==> src/design/lvaq_pkg.sv <==
package lvaq_pkg;

   // Number of low breaths that confirm the alarm, and the counter width it needs.
   localparam int unsigned CONFIRM_BREATHS = 3;
   localparam int unsigned COUNT_W = $clog2(CONFIRM_BREATHS + 1);
   localparam logic [COUNT_W-1:0] COUNT_FULL = COUNT_W'(CONFIRM_BREATHS);

   // Alarm state codes as they arrive on the request word.
   typedef enum logic [2:0] {
      ALM_FALSE     = 3'd0,
      ALM_DETECTED  = 3'd1,
      ALM_TRUE      = 3'd2,
      ALM_DISPLAYED = 3'd3,
      ALM_CANCELLED = 3'd4
   } alarm_code_type;

   // Alarm state codes as they leave on the response word.
   localparam logic [1:0] NEW_FALSE    = 2'd0;
   localparam logic [1:0] NEW_DETECTED = 2'd1;
   localparam logic [1:0] NEW_TRUE     = 2'd2;

   // Event codes.
   localparam logic [1:0] EV_NONE  = 2'd0;
   localparam logic [1:0] EV_ALARM = 2'd1;
   localparam logic [1:0] EV_END   = 2'd2;

   // Breath phase codes.
   localparam logic [1:0] PH_OTHER     = 2'd0;
   localparam logic [1:0] PH_EXHALE    = 2'd1;
   localparam logic [1:0] PH_INSP_CTRL = 2'd2;
   localparam logic [1:0] PH_INSP_TRIG = 2'd3;

   // Control register indexes.
   localparam logic CSR_THRESHOLD = 1'b0;
   localparam logic CSR_DISABLE   = 1'b1;

   localparam int unsigned CSR_DATA_W = 16;

   typedef struct packed {
      logic [15:0] measured_volume;
      logic [2:0]  alarm_state;
      logic [2:0]  disconnect_state;
      logic [1:0]  breath_phase;
   } req_word_type;

   typedef struct packed {
      logic       write_state;
      logic [1:0] new_state;
      logic [1:0] event_code;
      logic       priority_set;
      logic       priority_clear;
      logic       error_flag;
   } rsp_word_type;

   // Handshake status passed from the output stage back to the pipeline.
   typedef struct packed {
      logic advance;
      logic fire;
   } stage_ctl_type;

endpackage

==> src/design/lvaq_if.sv <==
interface lvaq_req_if;
   import lvaq_pkg::*;

   logic        valid;
   logic        ready;
   logic [15:0] measured_volume;
   logic [2:0]  alarm_state;
   logic [2:0]  disconnect_state;
   logic [1:0]  breath_phase;

   modport source (
      output valid, measured_volume, alarm_state, disconnect_state, breath_phase,
      input  ready
   );

   modport sink (
      input  valid, measured_volume, alarm_state, disconnect_state, breath_phase,
      output ready
   );
endinterface

interface lvaq_rsp_if;
   import lvaq_pkg::*;

   logic       valid;
   logic       ready;
   logic       write_state;
   logic [1:0] new_state;
   logic [1:0] event_code;
   logic       priority_set;
   logic       priority_clear;
   logic       error_flag;

   modport source (
      output valid, write_state, new_state, event_code, priority_set, priority_clear,
             error_flag,
      input  ready
   );

   modport sink (
      input  valid, write_state, new_state, event_code, priority_set, priority_clear,
             error_flag,
      output ready
   );
endinterface

==> src/design/lvaq_in_reg.sv <==
module lvaq_in_reg (
   input  logic                  clock,
   input  logic                  reset,
   input  logic                  req_valid,
   output logic                  req_ready,
   input  lvaq_pkg::req_word_type req_word,
   input  lvaq_pkg::stage_ctl_type ctl,
   output logic                  held_valid,
   output lvaq_pkg::req_word_type held_word
);
   import lvaq_pkg::*;

   logic         valid_ff;
   logic         valid_in;
   req_word_type word_ff;

   // The register takes a new word when it is empty or its word moves on.
   assign req_ready = !valid_ff || ctl.advance;

   always_comb begin
      valid_in = valid_ff;
      if (req_ready) begin
         valid_in = req_valid;
      end
   end

   always_ff @(posedge clock) begin
      if (reset) begin
         valid_ff <= 1'b0;
      end else begin
         valid_ff <= valid_in;
      end
   end

   always_ff @(posedge clock) begin
      if (req_ready && req_valid) begin
         word_ff <= req_word;
      end
   end

   assign held_valid = valid_ff;
   assign held_word  = word_ff;

endmodule

==> src/design/lvaq_qualify.sv <==
module lvaq_qualify (
   input  logic                    clock,
   input  logic                    reset,
   input  logic                    csr_write_en,
   input  logic                    csr_index,
   input  logic [lvaq_pkg::CSR_DATA_W-1:0] csr_wdata,
   input  lvaq_pkg::req_word_type  word,
   input  lvaq_pkg::stage_ctl_type ctl,
   output lvaq_pkg::rsp_word_type  result
);
   import lvaq_pkg::*;

   logic [15:0]        threshold_ff;
   logic               disabled_ff;
   logic [COUNT_W-1:0] count_ff;
   logic [COUNT_W-1:0] count_in;
   logic               hold_ff;
   logic               hold_in;
   logic [1:0]         phase_ff;

   logic               low;
   logic               selected;
   logic               release_alarm;
   logic               count_step;
   logic [COUNT_W-1:0] count_step_val;
   logic               hold_step;
   logic               breath_start;

   // Control registers.
   always_ff @(posedge clock) begin
      if (reset) begin
         threshold_ff <= '0;
         disabled_ff  <= 1'b0;
      end else if (csr_write_en) begin
         unique case (csr_index)
            CSR_THRESHOLD: threshold_ff <= csr_wdata[15:0];
            CSR_DISABLE:   disabled_ff  <= csr_wdata[0];
            default: begin
            end
         endcase
      end
   end

   // Conditions shared by the alarm states.
   assign low           = word.measured_volume < threshold_ff;
   assign selected      = !disabled_ff;
   assign release_alarm = !low || !selected ||
                          (word.disconnect_state >= 3'(ALM_TRUE));

   // A low breath is counted once per breath, up to the confirm count.
   assign count_step     = (count_ff < COUNT_FULL) && !hold_ff;
   assign count_step_val = count_step ? count_ff + 1'b1 : count_ff;
   assign hold_step      = hold_ff || count_step;

   // An inspiration right after exhalation opens a new breath.
   assign breath_start = (phase_ff == PH_EXHALE) &&
                         ((word.breath_phase == PH_INSP_CTRL) ||
                          (word.breath_phase == PH_INSP_TRIG));

   // Alarm state handling and next counter values.
   always_comb begin
      result   = '0;
      count_in = count_ff;
      hold_in  = hold_ff;
      unique case (word.alarm_state)
         ALM_FALSE: begin
            if (low && selected && (word.disconnect_state <= 3'(ALM_DETECTED))) begin
               result.write_state = 1'b1;
               result.new_state   = NEW_DETECTED;
               count_in           = '0;
            end
         end
         ALM_DETECTED: begin
            count_in = count_step_val;
            hold_in  = hold_step;
            if (release_alarm) begin
               result.write_state = 1'b1;
               result.new_state   = NEW_FALSE;
               count_in           = '0;
            end else if (count_step_val == COUNT_FULL) begin
               result.write_state  = 1'b1;
               result.new_state    = NEW_TRUE;
               result.event_code   = EV_ALARM;
               result.priority_set = 1'b1;
            end
         end
         ALM_TRUE: begin
         end
         ALM_DISPLAYED: begin
            if (release_alarm) begin
               result.write_state    = 1'b1;
               result.new_state      = NEW_FALSE;
               result.event_code     = EV_END;
               result.priority_clear = 1'b1;
               count_in              = '0;
            end
         end
         default: begin
            result.error_flag = 1'b1;
         end
      endcase
      if (breath_start) begin
         hold_in = 1'b0;
      end
   end

   // Breath state advances with each word that moves to the output register.
   always_ff @(posedge clock) begin
      if (reset) begin
         count_ff <= '0;
         hold_ff  <= 1'b0;
         phase_ff <= PH_OTHER;
      end else if (ctl.fire) begin
         count_ff <= count_in;
         hold_ff  <= hold_in;
         phase_ff <= word.breath_phase;
      end
   end

endmodule

==> src/design/lvaq_out_reg.sv <==
module lvaq_out_reg (
   input  logic                    clock,
   input  logic                    reset,
   input  logic                    held_valid,
   input  lvaq_pkg::rsp_word_type  result,
   input  logic                    rsp_ready,
   output logic                    rsp_valid,
   output lvaq_pkg::rsp_word_type  rsp_word,
   output lvaq_pkg::stage_ctl_type ctl
);
   import lvaq_pkg::*;

   logic         valid_ff;
   logic         valid_in;
   rsp_word_type word_ff;

   // The output register frees up when empty or when its word is taken.
   assign ctl.advance = !valid_ff || rsp_ready;
   assign ctl.fire    = held_valid && ctl.advance;

   always_comb begin
      valid_in = valid_ff;
      if (ctl.advance) begin
         valid_in = held_valid;
      end
   end

   always_ff @(posedge clock) begin
      if (reset) begin
         valid_ff <= 1'b0;
      end else begin
         valid_ff <= valid_in;
      end
   end

   always_ff @(posedge clock) begin
      if (ctl.fire) begin
         word_ff <= result;
      end
   end

   assign rsp_valid = valid_ff;
   assign rsp_word  = word_ff;

endmodule

==> src/design/low_volume_alarm_qualifier.sv <==
// Low volume alarm qualifier. Each request word carries one periodic tick: the
// measured exhaled volume, the current low volume alarm state, the disconnection
// alarm state and the breath phase. The block counts low breaths (one per breath,
// up to three) and answers every tick with one response word: a new alarm state
// to store with its write flag, a start or end event, set or clear of medium
// priority bit 2, and an error flag for a cancelled or unknown alarm state. The
// block takes one word per clock cycle unless stalled; each word goes through
// the input register, then the output register, with the qualification logic
// and breath counter update between them. The user must write the threshold and
// disable bit via the csr port only while no word is in flight (unenforced).
module low_volume_alarm_qualifier (
   input  logic                 clock,
   input  logic                 reset,
   lvaq_req_if.sink             req,
   lvaq_rsp_if.source           rsp,
   input  logic                 csr_write_en,
   input  logic                 csr_index,
   input  logic [lvaq_pkg::CSR_DATA_W-1:0] csr_wdata
);
   import lvaq_pkg::*;

   req_word_type  req_word;
   req_word_type  held_word;
   logic          held_valid;
   rsp_word_type  result;
   rsp_word_type  rsp_word;
   stage_ctl_type ctl;

   // Gather the request fields into one word.
   assign req_word.measured_volume  = req.measured_volume;
   assign req_word.alarm_state      = req.alarm_state;
   assign req_word.disconnect_state = req.disconnect_state;
   assign req_word.breath_phase     = req.breath_phase;

   lvaq_in_reg u_in_reg (
      .clock      (clock),
      .reset      (reset),
      .req_valid  (req.valid),
      .req_ready  (req.ready),
      .req_word   (req_word),
      .ctl        (ctl),
      .held_valid (held_valid),
      .held_word  (held_word)
   );

   lvaq_qualify u_qualify (
      .clock        (clock),
      .reset        (reset),
      .csr_write_en (csr_write_en),
      .csr_index    (csr_index),
      .csr_wdata    (csr_wdata),
      .word         (held_word),
      .ctl          (ctl),
      .result       (result)
   );

   lvaq_out_reg u_out_reg (
      .clock      (clock),
      .reset      (reset),
      .held_valid (held_valid),
      .result     (result),
      .rsp_ready  (rsp.ready),
      .rsp_valid  (rsp.valid),
      .rsp_word   (rsp_word),
      .ctl        (ctl)
   );

   // Spread the response word over the channel fields.
   assign rsp.write_state    = rsp_word.write_state;
   assign rsp.new_state      = rsp_word.new_state;
   assign rsp.event_code     = rsp_word.event_code;
   assign rsp.priority_set   = rsp_word.priority_set;
   assign rsp.priority_clear = rsp_word.priority_clear;
   assign rsp.error_flag     = rsp_word.error_flag;

endmodule

==> src/flat_wrapper.sv <==
// flat-port wrapper written by rule: the top's interface ports become plain ports
module low_volume_alarm_qualifier_flat import lvaq_pkg::*;
  (clock, reset, csr_write_en, csr_index, csr_wdata, req_valid, req_measured_volume, req_alarm_state, req_disconnect_state, req_breath_phase, req_ready, rsp_valid, rsp_write_state, rsp_new_state, rsp_event_code, rsp_priority_set, rsp_priority_clear, rsp_error_flag, rsp_ready);
  lvaq_req_if req_i ();
  lvaq_rsp_if rsp_i ();
  input  logic clock;
  input  logic reset;
  input  logic csr_write_en;
  input  logic csr_index;
  input  logic [lvaq_pkg::CSR_DATA_W-1:0] csr_wdata;
  input wire logic [$bits(req_i.valid)-1:0] req_valid;
  input wire logic [$bits(req_i.measured_volume)-1:0] req_measured_volume;
  input wire logic [$bits(req_i.alarm_state)-1:0] req_alarm_state;
  input wire logic [$bits(req_i.disconnect_state)-1:0] req_disconnect_state;
  input wire logic [$bits(req_i.breath_phase)-1:0] req_breath_phase;
  output wire logic [$bits(req_i.ready)-1:0] req_ready;
  output wire logic [$bits(rsp_i.valid)-1:0] rsp_valid;
  output wire logic [$bits(rsp_i.write_state)-1:0] rsp_write_state;
  output wire logic [$bits(rsp_i.new_state)-1:0] rsp_new_state;
  output wire logic [$bits(rsp_i.event_code)-1:0] rsp_event_code;
  output wire logic [$bits(rsp_i.priority_set)-1:0] rsp_priority_set;
  output wire logic [$bits(rsp_i.priority_clear)-1:0] rsp_priority_clear;
  output wire logic [$bits(rsp_i.error_flag)-1:0] rsp_error_flag;
  input wire logic [$bits(rsp_i.ready)-1:0] rsp_ready;
  assign req_i.valid = req_valid;
  assign req_i.measured_volume = req_measured_volume;
  assign req_i.alarm_state = req_alarm_state;
  assign req_i.disconnect_state = req_disconnect_state;
  assign req_i.breath_phase = req_breath_phase;
  assign req_ready = req_i.ready;
  assign rsp_valid = rsp_i.valid;
  assign rsp_write_state = rsp_i.write_state;
  assign rsp_new_state = rsp_i.new_state;
  assign rsp_event_code = rsp_i.event_code;
  assign rsp_priority_set = rsp_i.priority_set;
  assign rsp_priority_clear = rsp_i.priority_clear;
  assign rsp_error_flag = rsp_i.error_flag;
  assign rsp_i.ready = rsp_ready;
  low_volume_alarm_qualifier u_core (.clock(clock), .reset(reset), .req(req_i), .rsp(rsp_i), .csr_write_en(csr_write_en), .csr_index(csr_index), .csr_wdata(csr_wdata));
endmodule
==> config.mk <==
export PLATFORM = sky130hd
export DESIGN_NAME = low_volume_alarm_qualifier_flat
export DESIGN_NICKNAME = d
export VERILOG_FILES = /design/src/design/lvaq_pkg.sv /design/src/design/lvaq_if.sv /design/src/design/lvaq_in_reg.sv /design/src/design/lvaq_qualify.sv /design/src/design/lvaq_out_reg.sv /design/src/design/low_volume_alarm_qualifier.sv /design/src/flat_wrapper.sv
export SDC_FILE = /design/constraint.sdc
export NUM_CORES = 1
export LEC_CHECK = 0
export BUFFER_PORTS_ARGS = -buffer_cell sky130_fd_sc_hd__buf_4
export CAP_MARGIN = 20
export CORE_ASPECT_RATIO = 1.75
export CORE_UTILIZATION = 45
export CTS_CLUSTER_SIZE = 14
export DETAILED_ROUTE_END_ITERATION = 12
export PLACE_DENSITY = 0.69
export SETUP_SLACK_MARGIN = 0.2
export SLEW_MARGIN = 20
export SYNTH_ARGS = -nofsm -noshare
export SYNTH_HDL_FRONTEND = slang
export SYNTH_SLANG_ARGS = --single-unit
==> constraint.sdc <==
create_clock -name clock -period 7 [get_ports clock]
set_clock_uncertainty 0.15 [all_clocks]
set_input_delay 0.7 -clock clock [delete_from_list [all_inputs] [get_ports clock]]
set_output_delay 0.7 -clock clock [all_outputs]
set_load 0.005 [all_outputs]
Word-level counts from Yosys, hierarchy flattened
Index checks and enable logic that the tools add are counted.

operators by class
  $add $sub $neg = 1
  $lt $le $gt $ge = 4
  equality and inequality tests = 9
  mux-type cells = 16
  bitwise logic cells = 2
  reductions and logical operators = 26

operators by type and width
  operator                                                           number
  less-than comparator 16 bit                                        1
  2-to-1 mux 3 bit                                                   3
  case mux 3 bit (3 select lines)                                    1
  2-to-1 mux 2 bit                                                   4
  == test 2 bit, second input constant                               3
  == test 3 x 2 -> 1 bit, second input constant                      2
  logical AND 1 bit                                                  6
  logical OR 1 bit                                                   6
  2-to-1 mux 6 bit                                                   1
  case mux 2 bit (3 select lines)                                    1
  AND reduction 2 bit                                                3
  zero test 1 bit                                                    5
  2-to-1 mux 5 bit                                                   1
  2-to-1 mux 1 bit                                                   4
  != test 2 bit, second input constant                               2
  case mux 2 bit (2 select lines)                                    1
  AND reduction 4 bit                                                1
  OR reduction 4 bit                                                 1
  == test 3 x 1 -> 1 bit, second input constant                      1
  greater-or-equal comparator 3 x 2 -> 1 bit, second input constant  1
  less-or-equal comparator 3 x 1 -> 1 bit, second input constant     1
  zero test 3 bit                                                    1
  nonzero test 3 bit                                                 1
  adder 2 x 1 -> 2 bit, second input constant                        1
  5 further kinds                                                    6

storage, ports and cells
  bits in registers = 56
  input port bits = 46
  word-level logic and storage cells = 75

Depth between registers and ports, before layout
  depth after elaboration = 7
  gate-level depth with buffers = 8
  depth with buffers taken out = 8

Modules after synthesis
Synthesis repeated with hierarchy kept, for this count alone.

unflattened totals
  cells, all modules = 220
  area total of the unflattened synthesis = 2452.4 um^2

by module, submodules not included
  module        times used  cells an instance  area an instance (um^2)
  lvaq_qualify  1           178                1381.3
  lvaq_in_reg   1           29                 775.7
  lvaq_out_reg  1           13                 295.3

Worst setup path after synthesis
OpenSTA, ideal clock, no wires.

  kind = reg2reg
  from = reg u_core.u_in_reg.word_ff, in the netlist u_core.u_in_reg.held_word[18]
  to = reg u_core.u_out_reg.word_ff, in the netlist u_core.u_out_reg.rsp_word[7] (data pin)
  library setup time = 258 ps
  arrival time = 1862 ps
  setup slack = 4730 ps
  cell stages (with the launch flop) = 7
  buffers on the path = 0
  period minus slack after synthesis = 2270 ps
  cell sequence = edfxtp_1 ha_1 nand4_1 or4_1 a31oi_2 a211o_1 a21oi_1

RTL lines
  what                    line                text
  from (decl)             lvaq_in_reg.sv:15   req_word_type word_ff;
  from (signal assigned)  lvaq_in_reg.sv:37   word_ff <= req_word;
  to (signal assigned)    lvaq_out_reg.sv:38  word_ff <= result;
  to (decl)               lvaq_out_reg.sv:15  rsp_word_type word_ff;

==> summary.md <==
| Metric | Value |
|---|---|
| RD Place Congestion | `0.751` |
| Setup total negative slack | `0 ps` |
| Area delta synth->final | `23.4%` |
| CP delay by family, top | `simple AND/OR/NAND/NOR gates` |
| Pin count of the biggest net entering global routing | `27` |
| Die H | `97.8 um` |
| Slew headroom | `0.575` |
| Drt drc | `2` |
| Worst hold path depth | `2` |
| TritonRoute pass-1 iters | `8` |
| GRT Util Overall | `0.169` |
| Crit start category | `flop` |
| Design area | `0.00291 mm2` |
| Vias per cell | `5.13` |
| Hold-fix buffers, CTS | `0` |
| F_max | `404 MHz` |
| Die W | `56.8 um` |
| DR iter-0 viols | `49` |
| H-tree levels | `2` |
| DRT antenna net count | `0` |
| Post-DP HPWL | `3180 um` |
| Reg-to-reg slack, setup | `4530 ps` |
| Max cap viols | `0` |
| Commonest non-fill, non-tap cells in the layout | `54 x buf_4, 44 x nand2_1, 31 x edfxtp_1` |
| Arr. time, crit path | `2390 ps` |
| Core area | `0.00502 mm2` |
| Die area | `0.00555 mm2` |
| Crit end category | `flop` |
| Status | `complete, but fails checks` |
| Share of cells above drive strength 1 | `0.240` |
| CP required | `6910 ps` |
| Unrepaired setup endpoints after global routing | `no` |
| Post-Syn Nets | `283` |
| Tmin final | `2470 ps` |
| Synthesized area per cell | `10.7 um2` |
| Yosys reg bits | `55` |
| Drt wl/cell | `12.9 um` |
| ANT cells | `0` |
| Initial antenna violation count | `0` |
| CTS tree | `built` |
| Yosys Warn Count | `0` |
| Hold Path Class | `flop to flop` |
| Pwr/cell area | `218 mW/mm2` |
| Gate Count Post-Synth | `221` |
| WP buf/inv | `0` |
| Nets | `336` |
| Tightest Pin Transition | `634 ps` |
| Failing checks | `design-rule violations` |
| Final worst-path cycle share | `0.353` |
| Min Hold Slack | `308 ps` |
| FILL cells | `458` |
| Vias in the first global route | `1719` |
| Final Hold Fails | `0` |
| Clock buffer depth | `2` |
| Setup bufs post-CTS | `0` |
| Cts bufs inserted | `5` |
| Worst-path fanout max | `10` |
| Port-buffer cells | `54` |
| Worst path cell trace | `ha_1 -> nand4_1 -> or4_1 -> a31oi_2 -> a211o_1 -> a21oi_1` |
| Netlist cell types | `32` |
| Worst reg-to-reg path cell count | `6` |
| Post-Syn Area | `0.00236 mm2` |
| Slowest cell on crit path | `or4_1` |
| Final Power | `0.635 mW` |
| Gr ovfl total | `0` |
| Sequential area share after synthesis | `0.598` |
| Crit. path cell count | `6` |
| Post-cts sizing count | `0` |
| Clock transition at path regs | `90 ps` |
| Delay of the slowest critical-path stage | `600 ps` |
| Static Leak | `1.14 nW` |
| Initial Utilization | `0.470` |
| Clock root buffer | `clkbuf_8` |
| Vias | `1689` |
| I/O Pins | `56` |
| First-pass GRT wire length | `7220 um` |
| Dpl cell area | `0.00280 mm2` |
| Commonest non-fill, non-tap cell in the layout | `buf_4` |
| Setup CP Type | `flop to flop` |
| Clk Latency, worst-skew pair | `300 ps` |
| Routed wire length | `4250 um` |
| Clock sinks | `55` |
| Max rail drop VDD | `0.137 mV` |
| Final setup viols | `0` |
| Std cell rows | `34` |
| Final slew viol count | `0` |
[cell usage after synthesis]
library cell | count | area [um2]
nand2_1 | 44 | 165
edfxtp_1 | 31 | 931
a21oi_1 | 26 | 130
dfxtp_1 | 24 | 480
inv_1 | 17 | 63.8
ha_1 | 16 | 200
clkbuf_1 | 8 | 30.0
nand2b_1 | 7 | 43.8
nor2_1 | 7 | 26.3
and2_1 | 4 | 25.0
nand4_1 | 4 | 25.0
nor2b_1 | 4 | 25.0
o21ai_0 | 4 | 20.0
nor3_1 | 3 | 15.0
nor4_1 | 3 | 18.8
or4_1 | 3 | 22.5
a2111oi_0 | 1 | 8.76
a211o_1 | 1 | 8.76
a21o_1 | 1 | 7.51
a31oi_2 | 1 | 12.5
a41oi_1 | 1 | 8.76
and4_1 | 1 | 8.76
mux2i_1 | 1 | 10.0
nand3_1 | 1 | 5.00
nor3_2 | 1 | 10.0
nor4_2 | 1 | 12.5
o211a_1 | 1 | 10.0
o211ai_1 | 1 | 7.51
o21a_1 | 1 | 7.51
or2_2 | 1 | 6.26
or3_1 | 1 | 6.26
xnor2_1 | 1 | 8.76
[registers in the layout, indices dropped and copies added (netlist names)]
register                       count
u_core.u_in_reg.held_valid         1
u_core.u_in_reg.held_word         23
u_core.u_out_reg.rsp_valid         1
u_core.u_out_reg.rsp_word          8
u_core.u_qualify.count_ff          2
u_core.u_qualify.disabled_ff       1
u_core.u_qualify.hold_ff           1
u_core.u_qualify.phase_ff          2
u_core.u_qualify.threshold_ff     16
[layer usage]
metal,wire [um],GRT usage,up-vias,share of wire
met3,145,0.0344,6,0.034
met4,74,0.0788,0,0.017
li1,-,-,869,-
met1,1620,0.165,777,0.38
met5,0,0,-,0
met2,2410,0.327,37,0.57
[area by class of cell]
class | count | area, um2 | area share
inverter | 17 | 63.8 | 0.0219
tap | 54 | 67.6 | 0.0232
sequential | 55 | 1410 | 0.484
multi-input combinational | 141 | 860 | 0.295
clock buffer | 7 | 76.3 | 0.0262
timing repair buffer | 54 | 405 | 0.139
clock inverter | 1 | 30.0 | 0.0103
[logic make-up after synthesis]
group	share of synthesized area
AOI/OAI and AO/OA	0.0938
xor gates and xnor gates	0.00371
adders and majority gates	0.0848
buffers and inverters	0.0397
DFF	0.598
muxes	0.00424
and+or+nand+nor	0.176
[where the power goes]
part	total (mW)	leakage (nW)	switching, mW	internal [mW]
combinational	0.0653	0.596	0.0317	0.0336
sequential	0.365	0.495	0.00675	0.358
clock	0.205	0.0524	0.0980	0.107
total	0.635	1.14	0.136	0.499
[through the flow]
stage,cells,setup WS (ps),utilization
3_3_place_gp,321,4530,0.559
5_1_grt,329,4360,0.581
4_1_cts,329,4500,0.580
6_report,329,4530,0.581
2_1_floorplan,221,4730,-
3_5_place_dp,321,4510,0.559
[tightest hold or removal path, delay by kind of cell, from the launching register on]
kind / cells / cell delay, ps
AOI/OAI and AO/OA: 1 / 50
DFF: 1 / 320
and+or+nand+nor: 1 / 50
[path summary, 6_finish.rpt]
| path | from | endpoint |
|---|---|---|
| max | u_core.u_in_reg.held_word[18]$_DFFE_PP_ | u_core.u_out_reg.rsp_word[7]$_DFFE_PP_ |
| min | u_core.u_qualify.threshold_ff[3]$_SDFFE_PP0P_ | u_core.u_qualify.threshold_ff[3]$_SDFFE_PP0P_ |
| max reg2reg | u_core.u_in_reg.held_word[18]$_DFFE_PP_ | u_core.u_out_reg.rsp_word[7]$_DFFE_PP_ |
| min reg2reg | u_core.u_qualify.threshold_ff[3]$_SDFFE_PP0P_ | u_core.u_qualify.threshold_ff[3]$_SDFFE_PP0P_ |
Note: power is estimated with default switching activity, not from simulation.
